==> src/sv/vwma_pkg.sv <==
package vwma_pkg;

	localparam int HISTORY_DEPTH = 20;
	localparam int SAMPLE_BITS   = 16;

	// Port field widths
	localparam int SAMPLE_W    = 16;
	localparam int CMD_W       = 8;
	localparam int AVG_W       = 16;
	localparam int WIN_NOW_W   = 5;
	localparam int IN_TDATA_W  = ((SAMPLE_W + CMD_W + 7) / 8) * 8;
	localparam int OUT_TDATA_W = ((AVG_W + WIN_NOW_W + 7) / 8) * 8;

	// Internal widths
	localparam int WIN_W  = $clog2(HISTORY_DEPTH + 1);
	localparam int CNT_W  = $clog2(HISTORY_DEPTH);
	localparam int ACC_W  = SAMPLE_BITS + WIN_W;
	localparam int SEXT_W = (SAMPLE_W > SAMPLE_BITS) ? SAMPLE_W : SAMPLE_BITS;

	localparam int QUEUE_DEPTH = 2;
	localparam int QP_W        = $clog2(QUEUE_DEPTH);

	localparam logic [CMD_W-1:0] CMD_WIDEN  = 8'h2B;
	localparam logic [CMD_W-1:0] CMD_NARROW = 8'h2D;

	localparam logic [WIN_W-1:0] WINDOW_MAX = WIN_W'(HISTORY_DEPTH);
	localparam logic [WIN_W-1:0] WINDOW_MIN = WIN_W'(1);
	localparam logic [WIN_W-1:0] WINDOW_AT_RESET =
		(HISTORY_DEPTH < 10) ? WIN_W'(HISTORY_DEPTH) : WIN_W'(10);

	typedef enum logic [1:0] {
		ST_SAMPLE  = 2'd0,
		ST_WIDEN   = 2'd1,
		ST_NARROW  = 2'd2,
		ST_REFUSED = 2'd3
	} status_t;

	typedef struct packed {
		logic                          is_cmd;
		logic signed [SAMPLE_BITS-1:0] sample;
		logic [WIN_W-1:0]              window;
		status_t                       status;
	} item_t;

endpackage

==> src/sv/vwma_div.sv <==
module vwma_div
	import vwma_pkg::*;
(
	input  logic                    clk,
	input  logic                    arst_n,
	input  logic                    start,
	input  logic signed [ACC_W-1:0] dividend,
	input  logic [WIN_W-1:0]        divisor,
	output logic                    done,
	output logic signed [ACC_W-1:0] quotient
);

	localparam int DC_W = $clog2(ACC_W + 1);

	logic [ACC_W-1:0] mag_q;
	logic [WIN_W-1:0] rem_q;
	logic [WIN_W-1:0] div_q;
	logic             neg_q;
	logic             busy_q;
	logic             done_q;
	logic [DC_W-1:0]  cnt_q;

	logic [WIN_W:0] rem_sh;
	logic [WIN_W:0] diff;

	assign rem_sh = {rem_q, mag_q[ACC_W-1]};
	assign diff   = rem_sh - {1'b0, div_q};

	always_ff @(posedge clk or negedge arst_n) begin
		if (!arst_n) begin
			mag_q  <= '0;
			rem_q  <= '0;
			div_q  <= '0;
			neg_q  <= 1'b0;
			busy_q <= 1'b0;
			done_q <= 1'b0;
			cnt_q  <= '0;
		end else begin
			done_q <= !start && busy_q && (cnt_q == DC_W'(ACC_W - 1));
			if (start) begin
				// Divide magnitudes, fix the sign at the end: truncates toward zero
				mag_q  <= dividend[ACC_W-1] ? ACC_W'(-dividend) : dividend;
				neg_q  <= dividend[ACC_W-1];
				div_q  <= divisor;
				rem_q  <= '0;
				cnt_q  <= '0;
				busy_q <= 1'b1;
			end else if (busy_q) begin
				if (!diff[WIN_W]) begin
					rem_q <= diff[WIN_W-1:0];
					mag_q <= {mag_q[ACC_W-2:0], 1'b1};
				end else begin
					rem_q <= rem_sh[WIN_W-1:0];
					mag_q <= {mag_q[ACC_W-2:0], 1'b0};
				end
				cnt_q <= cnt_q + 1'b1;
				if (cnt_q == DC_W'(ACC_W - 1)) begin
					busy_q <= 1'b0;
				end
			end
		end
	end

	assign done     = done_q;
	assign quotient = neg_q ? -$signed(mag_q) : $signed(mag_q);

endmodule

==> src/sv/vwma_queue.sv <==
module vwma_queue
	import vwma_pkg::*;
(
	input  logic  clk,
	input  logic  arst_n,
	input  logic  push_valid,
	output logic  push_ready,
	input  item_t push_item,
	output logic  pop_valid,
	input  logic  pop_ready,
	output item_t pop_item
);

	item_t           mem_q [QUEUE_DEPTH];
	logic [QP_W-1:0] wr_ptr_q;
	logic [QP_W-1:0] rd_ptr_q;
	logic [QP_W:0]   count_q;

	logic do_push;
	logic do_pop;

	assign push_ready = (count_q != (QP_W + 1)'(QUEUE_DEPTH));
	assign pop_valid  = (count_q != '0);
	assign pop_item   = mem_q[rd_ptr_q];
	assign do_push    = push_valid && push_ready;
	assign do_pop     = pop_valid && pop_ready;

	always_ff @(posedge clk or negedge arst_n) begin
		if (!arst_n) begin
			wr_ptr_q <= '0;
			rd_ptr_q <= '0;
			count_q  <= '0;
		end else begin
			if (do_push) begin
				mem_q[wr_ptr_q] <= push_item;
				wr_ptr_q        <= (wr_ptr_q == QP_W'(QUEUE_DEPTH - 1)) ? '0 : wr_ptr_q + 1'b1;
			end
			if (do_pop) begin
				rd_ptr_q <= (rd_ptr_q == QP_W'(QUEUE_DEPTH - 1)) ? '0 : rd_ptr_q + 1'b1;
			end
			if (do_push && !do_pop) begin
				count_q <= count_q + 1'b1;
			end else if (do_pop && !do_push) begin
				count_q <= count_q - 1'b1;
			end
		end
	end

endmodule

==> src/sv/vwma_front.sv <==
module vwma_front
	import vwma_pkg::*;
(
	input  logic                clk,
	input  logic                arst_n,
	input  logic                in_valid,
	output logic                in_ready,
	input  logic                in_op,
	input  logic [SAMPLE_W-1:0] in_sample,
	input  logic [CMD_W-1:0]    in_cmd,
	output logic                push_valid,
	input  logic                push_ready,
	output item_t               push_item
);

	logic [WIN_W-1:0] window_q;
	logic [WIN_W-1:0] window_d;
	status_t          status_d;
	logic [SEXT_W-1:0] raw;

	assign raw = SEXT_W'(in_sample);

	// Window changes resolve here, so every queued item carries the window in force
	always_comb begin
		window_d = window_q;
		status_d = ST_SAMPLE;
		if (in_op) begin
			if (in_cmd == CMD_WIDEN && window_q < WINDOW_MAX) begin
				window_d = window_q + 1'b1;
				status_d = ST_WIDEN;
			end else if (in_cmd == CMD_NARROW && window_q > WINDOW_MIN) begin
				window_d = window_q - 1'b1;
				status_d = ST_NARROW;
			end else begin
				status_d = ST_REFUSED;
			end
		end
	end

	always_ff @(posedge clk or negedge arst_n) begin
		if (!arst_n) begin
			window_q <= WINDOW_AT_RESET;
		end else if (in_valid && push_ready) begin
			window_q <= window_d;
		end
	end

	assign in_ready         = push_ready;
	assign push_valid       = in_valid;
	assign push_item.is_cmd = in_op;
	assign push_item.sample = $signed(raw[SAMPLE_BITS-1:0]);
	assign push_item.window = window_d;
	assign push_item.status = status_d;

endmodule

==> src/sv/vwma_back.sv <==
module vwma_back
	import vwma_pkg::*;
(
	input  logic                 clk,
	input  logic                 arst_n,
	input  logic                 pop_valid,
	output logic                 pop_ready,
	input  item_t                pop_item,
	output logic                 out_valid,
	input  logic                 out_ready,
	output logic [AVG_W-1:0]     out_average,
	output logic [WIN_NOW_W-1:0] out_window,
	output status_t              out_status
);

	typedef enum logic [1:0] {
		B_IDLE,
		B_ROT,
		B_DIV,
		B_OUT
	} state_t;

	state_t                        state_q;
	logic signed [SAMPLE_BITS-1:0] hist_q [HISTORY_DEPTH];
	logic signed [ACC_W-1:0]       acc_q;
	logic [CNT_W-1:0]              cnt_q;
	logic [WIN_W-1:0]              win_q;
	status_t                       stat_q;
	logic [AVG_W-1:0]              avg_q;
	logic                          start_q;
	logic                          out_valid_q;
	logic [AVG_W-1:0]              out_avg_q;
	logic [WIN_NOW_W-1:0]          out_win_q;
	status_t                       out_stat_q;

	logic                    div_done;
	logic signed [ACC_W-1:0] div_quot;
	logic                    out_free;
	logic                    out_load;
	logic signed [ACC_W-1:0] tap;

	assign out_free  = !out_valid_q || out_ready;
	assign out_load  = (state_q == B_OUT) && out_free;
	assign pop_ready = (state_q == B_IDLE);
	assign tap       = ACC_W'(hist_q[0]);

	vwma_div u_div (
		.clk      (clk),
		.arst_n   (arst_n),
		.start    (start_q),
		.dividend (acc_q),
		.divisor  (win_q),
		.done     (div_done),
		.quotient (div_quot)
	);

	always_ff @(posedge clk or negedge arst_n) begin
		if (!arst_n) begin
			state_q     <= B_IDLE;
			for (int i = 0; i < HISTORY_DEPTH; i++) begin
				hist_q[i] <= '0;
			end
			acc_q       <= '0;
			cnt_q       <= '0;
			win_q       <= WINDOW_AT_RESET;
			stat_q      <= ST_SAMPLE;
			avg_q       <= '0;
			start_q     <= 1'b0;
			out_valid_q <= 1'b0;
			out_avg_q   <= '0;
			out_win_q   <= '0;
			out_stat_q  <= ST_SAMPLE;
		end else begin
			// Kick the divider once the last entry has been summed
			start_q <= (state_q == B_ROT) && (cnt_q == CNT_W'(HISTORY_DEPTH - 1));
			if (out_load) begin
				out_valid_q <= 1'b1;
			end else if (out_valid_q && out_ready) begin
				out_valid_q <= 1'b0;
			end
			case (state_q)
				B_IDLE: begin
					if (pop_valid) begin
						win_q  <= pop_item.window;
						stat_q <= pop_item.status;
						if (pop_item.is_cmd) begin
							avg_q   <= '0;
							state_q <= B_OUT;
						end else begin
							// Shift the new sample in; the oldest drops out
							hist_q[0] <= pop_item.sample;
							for (int i = 1; i < HISTORY_DEPTH; i++) begin
								hist_q[i] <= hist_q[i-1];
							end
							acc_q   <= '0;
							cnt_q   <= '0;
							state_q <= B_ROT;
						end
					end
				end
				B_ROT: begin
					// Rotate one full turn, summing the entries inside the window at the tap
					for (int i = 0; i < HISTORY_DEPTH - 1; i++) begin
						hist_q[i] <= hist_q[i+1];
					end
					hist_q[HISTORY_DEPTH-1] <= hist_q[0];
					if (WIN_W'(cnt_q) < win_q) begin
						acc_q <= acc_q + tap;
					end
					cnt_q <= cnt_q + 1'b1;
					if (cnt_q == CNT_W'(HISTORY_DEPTH - 1)) begin
						state_q <= B_DIV;
					end
				end
				B_DIV: begin
					if (div_done) begin
						avg_q   <= AVG_W'(div_quot);
						state_q <= B_OUT;
					end
				end
				B_OUT: begin
					if (out_free) begin
						out_avg_q   <= avg_q;
						out_win_q   <= WIN_NOW_W'(win_q);
						out_stat_q  <= stat_q;
						state_q     <= B_IDLE;
					end
				end
				default: begin
					state_q <= B_IDLE;
				end
			endcase
		end
	end

	assign out_valid   = out_valid_q;
	assign out_average = out_avg_q;
	assign out_window  = out_win_q;
	assign out_status  = out_stat_q;

endmodule

==> src/sv/variable_window_moving_average_top.sv <==
// Flow: a sample transaction passes the queue, a rotation pass over the history line,
//   the one-bit-per-cycle divider and the output register; a window command skips
//   the rotation and the divider. The back end pops the next transaction only once
//   the last result is in the output register; the queue holds accepted ones meanwhile.
// Reset: arst_n clears the history to zero, the window to 10 (or HISTORY_DEPTH if smaller),
//   the queue and the output register, all at once; inputs are taken right after reset.
module variable_window_moving_average_top
	import vwma_pkg::*;
(
	input  logic                   clk,
	input  logic                   arst_n,
	// Input stream
	input  logic                   s_tvalid,
	output logic                   s_tready,
	input  logic [IN_TDATA_W-1:0]  s_tdata,  // [15:0] sample, [23:16] command_byte
	input  logic                   s_tuser,  // [0] operation
	// Result stream
	output logic                   m_tvalid,
	input  logic                   m_tready,
	output logic [OUT_TDATA_W-1:0] m_tdata,  // [15:0] average, [20:16] window_now, rest zero
	output logic [1:0]             m_tuser   // [1:0] command_status
);

	// Front end: classify each transaction and settle window commands at once.
	// Each queued item carries the window in force after it, so the back end
	// never needs the window register and the two halves run apart.
	logic  push_valid;
	logic  push_ready;
	item_t push_item;

	logic  pop_valid;
	logic  pop_ready;
	item_t pop_item;

	logic [AVG_W-1:0]     res_average;
	logic [WIN_NOW_W-1:0] res_window;
	status_t              res_status;

	vwma_front u_front (
		.clk        (clk),
		.arst_n     (arst_n),
		.in_valid   (s_tvalid),
		.in_ready   (s_tready),
		.in_op      (s_tuser),
		.in_sample  (s_tdata[SAMPLE_W-1:0]),
		.in_cmd     (s_tdata[SAMPLE_W +: CMD_W]),
		.push_valid (push_valid),
		.push_ready (push_ready),
		.push_item  (push_item)
	);

	// Short queue: hold accepted transactions while the back end is busy
	vwma_queue u_queue (
		.clk        (clk),
		.arst_n     (arst_n),
		.push_valid (push_valid),
		.push_ready (push_ready),
		.push_item  (push_item),
		.pop_valid  (pop_valid),
		.pop_ready  (pop_ready),
		.pop_item   (pop_item)
	);

	// Back end: shift the history, sum the window, divide, and drive the
	// output register, which decouples the result side from the work
	vwma_back u_back (
		.clk         (clk),
		.arst_n      (arst_n),
		.pop_valid   (pop_valid),
		.pop_ready   (pop_ready),
		.pop_item    (pop_item),
		.out_valid   (m_tvalid),
		.out_ready   (m_tready),
		.out_average (res_average),
		.out_window  (res_window),
		.out_status  (res_status)
	);

	// Pack result fields, lowest field first, pad with zeros
	assign m_tdata = OUT_TDATA_W'({res_window, res_average});
	assign m_tuser = res_status;

endmodule

==> config.mk <==
export PLATFORM = sky130hd
export DESIGN_NAME = variable_window_moving_average_top
export DESIGN_NICKNAME = d
export VERILOG_FILES = /design/src/sv/vwma_pkg.sv /design/src/sv/vwma_div.sv /design/src/sv/vwma_queue.sv /design/src/sv/vwma_front.sv /design/src/sv/vwma_back.sv /design/src/sv/variable_window_moving_average_top.sv
export SDC_FILE = /design/constraint.sdc
export NUM_CORES = 1
export LEC_CHECK = 0
export BUFFER_PORTS_ARGS = -buffer_cell sky130_fd_sc_hd__buf_2
export CAP_MARGIN = 25
export CORE_ASPECT_RATIO = 1.1
export CORE_MARGIN = 2
export CORE_UTILIZATION = 57
export CTS_CLUSTER_SIZE = 30
export DETAILED_ROUTE_END_ITERATION = 8
export HOLD_SLACK_MARGIN = 0.1
export PLACE_DENSITY = 0.77
export SLEW_MARGIN = 40
export SYNTH_ARGS = -nofsm -noshare
export SYNTH_HDL_FRONTEND = slang
export SYNTH_SLANG_ARGS = --single-unit
==> constraint.sdc <==
create_clock -name clk -period 2.4 [get_ports clk]
set_input_delay 0.36 -clock clk [delete_from_list [all_inputs] [get_ports clk]]
set_output_delay 0.36 -clock clk [all_outputs]
set_load 0.02 [all_outputs]
Word level (Yosys, flattened, before mapping)
Memory sizes are Yosys's and may differ from the RTL's.
Cells that the tools add are included.
{"block": "word_totals", "ff_bits": 444, "mem_bits_rw": 48, "in_bits": 29, "word_cells": 150, "memories": 1}
{"memory": "u_queue.mem_q", "depth": 2, "width": 24, "rd": 1, "rd_clocked_by_memory_dff": 0, "write_ports": 1, "line_no": "vwma_queue.sv:14", "source": "item_t mem_q [QUEUE_DEPTH];"}
{"block": "op_classes", "add_sub_neg": 12, "order_cmp": 3, "eq_ne": 15, "n_mux": 47, "reduce_logical": 30}
{"op": "$mux 320", "n": 2}
{"op": "$pmux 320 s2", "n": 1}
{"op": "$mux 21", "n": 6}
{"op": "$mux 16", "n": 4}
{"op": "$mux 5", "n": 10}
{"op": "$pmux 21 s2", "n": 1}
{"op": "$pmux 16 s2", "n": 1}
{"op": "$add 21x16->21", "n": 1}
{"op": "$neg 21->21", "n": 1}
{"op": "$mux 2", "n": 9}
{"op": "$eq 8x6->1 const B", "n": 2}
{"op": "$neg 16->16", "n": 1}
{"op": "$add 5x1->5 const B", "n": 3}
{"op": "$logic_and 1x1->1", "n": 12}
{"op": "$ne 2x2->1 const B", "n": 6}
{"op": "$reduce_and 4->1", "n": 3}
{"op": "$reduce_bool 2->1", "n": 6}
{"op": "$mux 1", "n": 11}
{"op": "$eq 5x5->1 const B", "n": 2}
{"op": "$pmux 5 s2", "n": 1}
{"op": "$pmux 2 s4", "n": 1}
{"op": "$sub 6x5->6", "n": 1}
{"op": "$gt 5x1->1 const B", "n": 1}
{"op": "$lt 5x5->1", "n": 1}
{"op": "13 further kinds", "n": 20}

Logic depth before layout (Yosys ltp)
{"block": "depth", "word_depth": 6, "depth_mapped": 11, "depth_no_buf": 11}

Hierarchy
Synthesis repeated with hierarchy kept, for this count alone.
{"block": "hier_totals", "hier_cells": 2319, "hier_area_um2": 24129.4}
{"module": "vwma_back", "n_inst": 1, "cells_each": 1823, "area_each_um2": 18532.8}
{"module": "vwma_div", "n_inst": 1, "cells_each": 320, "area_each_um2": 2880.3}
{"module": "vwma_queue", "n_inst": 1, "cells_each": 93, "area_each_um2": 2024.4}
{"module": "vwma_front", "n_inst": 1, "cells_each": 79, "area_each_um2": 665.6}
{"module": "variable_window_moving_average_top", "n_inst": 1, "cells_each": 4, "area_each_um2": 26.3}

Worst setup path before layout
OpenSTA, ideal clock, no wires.
{"block": "synth_path", "path_type": "register -> register", "startpoint": "register u_queue.count_q[0]", "endpoint": "memory u_queue.mem_q[0][0] (netlist bit) (enable)", "setup_time_ns": 0.405, "t_arrival_ns": 2.055, "t_required_ns": 1.995, "path_slack_ns": -0.060, "path_stages_with_launch": 6, "path_buffers": 0, "synth_period_minus_slack_ns": 2.460, "path_cell_list": "dfrtp_1 > nand2b_1 > nand2_1 > inv_1 > nand2_1 > nor2_1"}
{"block": "synth_via", "elab_chain_len": 5}
{"item": "from (decl)", "line_no": "vwma_queue.sv:17", "source": "logic [QP_W:0] count_q;"}
{"item": "from (signal assigned)", "line_no": "vwma_queue.sv:42", "source": "count_q <= count_q + 1'b1;"}
{"item": "from (signal assigned)", "line_no": "vwma_queue.sv:44", "source": "count_q <= count_q - 1'b1;"}
{"item": "$ne 2x2->1", "line_no": "vwma_queue.sv:22", "source": "assign push_ready = (count_q != (QP_W + 1)'(QUEUE_DEPTH));"}
{"item": "via s_tready", "line_no": "variable_window_moving_average_top.sv:14", "source": "output logic s_tready,"}
{"item": "$logic_and 1x1->1", "line_no": "vwma_queue.sv:25", "source": "assign do_push = push_valid && push_ready;"}
{"item": "via u_queue.do_push", "line_no": "vwma_queue.sv:19", "source": "logic do_push;"}
{"item": "$mux 1", "line_no": "vwma_queue.sv:34", "source": "if (do_push) begin"}
{"item": "$logic_and 1x1->1 (not written as such)", "line_no": "vwma_queue.sv:35", "source": "mem_q[wr_ptr_q] <= push_item;"}
{"item": "$mux 1 (not written as such)", "line_no": "vwma_queue.sv:35"}
{"item": "to (decl)", "line_no": "vwma_queue.sv:14"}
The timed path passes the listed nets, and every way through them passes these cells.

==> run_results.csv <==
group,metric,value,unit
run_status,status,"complete, no violations",
setup_path,worst-setup-path-type,"flop to flop",
clocking,clock_sinks,492,
floorplanning,rows,78,
power,ir_drop,0.000814,V
power,powerDensity,1260,mW/mm^2
place,port_buffers,53,
global_route,grt_pass1_vias,16200,
clocking,cts_buffers,49,
sta,grt_setup_unrepaired,"true",
sta,slew_violations,0,
hold_path,hold_path_class,"primary input to flop",
final_layout,layout_common_cells,"dfrtp_1 (439), nor2_1 (340), a21oi_1 (337)",
synthesis,ys_seq_elements,492,
place,hpwl,30.2,mm
setup_path,cpLargestDelayFamily,"simple AND/OR/NAND/NOR gates",
final_layout,syn_to_final_growth,15.4,%
floorplanning,core,0.0410,sq mm
global_route,grt_max_degree,110,
final_layout,seqCellArea,0.0126,sq mm
sta,setup_violations,0,
sta,min_period_over_period,0.984,
synthesis,synth.distinct_cells,69,
global_route,antenna_found_initial,1,
global_route,grt.overflow.total,0,
synthesis,synth_ff_type,"dfrtp_1",
drt,remaining_drc_errors,0,
final_layout,multi_input_area,0.0104,sq mm
sta,worstMarginPinSlew,0.769,ns
drt,postRouteAntennaNets,0,
synthesis,ys_top_cells_by_area,"dfrtp_1 (47%), mux2i_1 (14%), a21oi_1 (7.2%)",
drt,avgRoutedWirePerCell,16.1,um
power,p_leak,11.0,nW
final_layout,fin_util,0.662,
synthesis,async_reset_ff_frac,0.902,
clocking,insertion_delay,0.58,ns
clocking,cts_root_buf,"clkbuf_16",
global_route,grt_first_pass_wirelength,78.3,mm
floorplanning,io_pins,57,
drt,vias,16500,
floorplanning,die_area,0.0429,sq mm
floorplanning,die_w,198,um
final_layout,mostFrequentLayoutCell,"dfrtp_1",
clocking,htreeDepth,2,
setup_path,cp-end-kind,"flop",
power,p_total,34.3,mW
final_layout,layout-drive-gt1-share,0.140,
clocking,clk_path_buf_depth,3,
place,gp_congestion,0.847,
sta,hold_viol_final,0,
sta,fin_crit,2.36,ns
sta,slew_headroom,0.487,
drt,first_pass_iters,8,
synthesis,synth_warnings,0,
clocking,clk_pin_slew,0.06,ns
drt,vias_per_cell,5.68,
setup_path,worst_setup_path_start_kind,"flop",
final_layout,fill_cells,2990,
setup_path,cp_slowest_cell,"dfstp_2",
final_layout,fin_nets,2417,
sta,fmax,0.423,GHz
synthesis,yosys.area.top_type,"dfrtp_1",
run,maxCapViolations,0,
setup_path,arrival,2.69,ns
setup_path,critPathBufInv,2,
floorplanning,start_util,0.574,
sta,finClkSkew,0.0175,ns
clocking,cts_tree,"done",
setup_path,crit_path_max_incr_delay,0.55,ns
setup_path,crit_chain,"inv_2 > ha_4 > o21ai_2 > or4b_4 > buf_6 > o41ai_4 > nand2_2 > xnor2_2",
synthesis,synth-edff-count,48,
floorplanning,die_y,217,um
global_route,track_usage,0.221,
sta,hold_ws,0.141,ns
setup_path,crit_required,2.73,ns
drt,drtIter0Drc,1054,
drt,drt_wl_total,46.9,mm
synthesis,netlist_instances,2250,
synthesis,synth_top_area_share,0.468,
synthesis,avgSynthCellArea,10.5,sq um
setup_path,critical_path.max_fanout,5,
synthesis,synth_area,0.0235,sq mm
synthesis,ys_seq_area_frac,0.534,
==> kinds of logic (layout without fill, tap and decap cells) <==
kind of cell,Yosys count,in the layout,share of synthesized area
xor gates and xnor gates,70,70,0.0261
DFF,492,492,0.534
and+or+nand+nor,542,542,0.0969
AOI/OAI and AO/OA,526,526,0.124
other,1,4,0.000159
adders and majority gates,44,44,0.0240
buffers and inverters,199,331,0.0331
muxes,376,376,0.162
==> registers in the layout (all words and copies together), names as in the netlist, 2 cells and up <==
signal / flops
u_back.cnt_q: 5
u_back.acc_q: 21
u_back.hist_q: 320
u_back.u_div.cnt_q: 5
u_back.avg_q: 16
u_back.stat_q: 2
u_back.state_q: 2
u_back.u_div.div_q: 5
u_back.out_window: 5
u_back.u_div.mag_q: 21
u_queue.mem_q: 48
u_back.win_q: 5
u_queue.count_q: 2
u_back.out_average: 16
u_back.u_div.rem_q: 5
u_front.window_q: 5
u_back.out_status: 2
==> metal layers <==
metal	track usage	wire [um]	vias up	part of all wire
met5	0	0	-	0
met4	0.0764	1180	0	0.025
met3	0.0370	1560	81	0.033
met2	0.377	23600	273	0.50
met1	0.286	20500	8088	0.44
li1	-	-	8069	-
==> timing repair <==
| item | 4_1_cts | 5_1_grt |
|---|---|---|
| gates resized for setup | 1 | 35 |
| gates cloned | 0 | 1 |
| hold buffers | 18 | 0 |
| setup buffers | 0 | 7 |
| endpoints found under the setup margin | 2 | 110 |
| endpoints found under the hold margin | 182 | 0 |
| pin swaps | 1 | 9 |
==> final timing paths <==
path                                          start  depth (start not counted)  slack [ns]                   to
worst max register to register  u_front.window_q[1]                          8        0.04  u_queue.mem_q[0][5]
worst min-delay path                        s_tuser                          3        0.14  u_front.window_q[4]
worst min register to register      u_back.avg_q[4]                          2        0.48      u_back.avg_q[4]
worst max-delay path            u_front.window_q[1]                          8        0.04  u_queue.mem_q[0][5]
min in group asynchronous                    arst_n                          3        0.39  u_back.u_div.busy_q
max in group asynchronous                    arst_n                          4        1.18   u_back.hist_q[189]
==> layout make-up <==
| cell class | count | area share |
|---|---|---|
| antenna | 1 | 0.0000922 |
| clock buffer | 74 | 0.0543 |
| clock inverter | 17 | 0.00802 |
| inverter | 54 | 0.00761 |
| multi-input combinational | 1561 | 0.382 |
| sequential | 492 | 0.463 |
| tap | 520 | 0.0240 |
| timing repair buffer | 186 | 0.0615 |
==> metrics by stage <==
stage	cells	instance area [sq um]	setup TNS (ns)	setup WS, ns
after floorplan	2252	23500	0	0.0444
after global routing	2905	27100	-0.0266	-0.0112
after detailed placement	2787	25000	-0.630	-0.156
after global placement	2786	25000	-0.265	-0.0583
final	2905	27100	0	0.0379
after CTS	2896	26900	0	0.0334
==> report_power, final <==
| part | total (mW) | leakage (nW) | switching [mW] | internal, mW |
|---|---|---|---|---|
| Sequential | 11.9 | 5.10 | 1.54 | 10.4 |
| Combinational | 14.4 | 5.08 | 8.22 | 6.18 |
| Clock | 7.93 | 0.836 | 3.15 | 4.78 |
| Total | 34.3 | 11.0 | 12.9 | 21.3 |
==> worst reg2reg max path: stages, from the launching register on <==
cell and delay [ns]:
dfstp_2 0.55, inv_2 0.06, ha_4 0.16, o21ai_2 0.11, or4b_4 0.50, buf_6 0.15, o41ai_4 0.28, nand2_2 0.13
xnor2_2 0.16
==> synthesized netlist by cell type (3+ instances only) <==
cell / instances
a31oi_1: 20
inv_1: 53
o31ai_1: 14
a211oi_1: 9
a41oi_1: 3
nor3_1: 5
and3_1: 6
mux2i_1: 336
and2_1: 4
or3_1: 3
mux2_2: 40
nand4_1: 6
o22ai_1: 17
nor4_1: 3
nand3_1: 17
or4_1: 4
buf_4: 3
a21o_1: 9
nor2_1: 342
clkbuf_1: 128
xor2_1: 37
dfstp_2: 4
o41ai_1: 4
o211ai_1: 3
o21ai_0: 89
a21oi_1: 337
dfrtp_1: 440
buf_1: 10
ha_1: 42
nor2b_1: 11
nand2_1: 117
xnor2_1: 33
nand2b_1: 6
edfxtp_1: 48
Power figures use the tool's default switching activity.
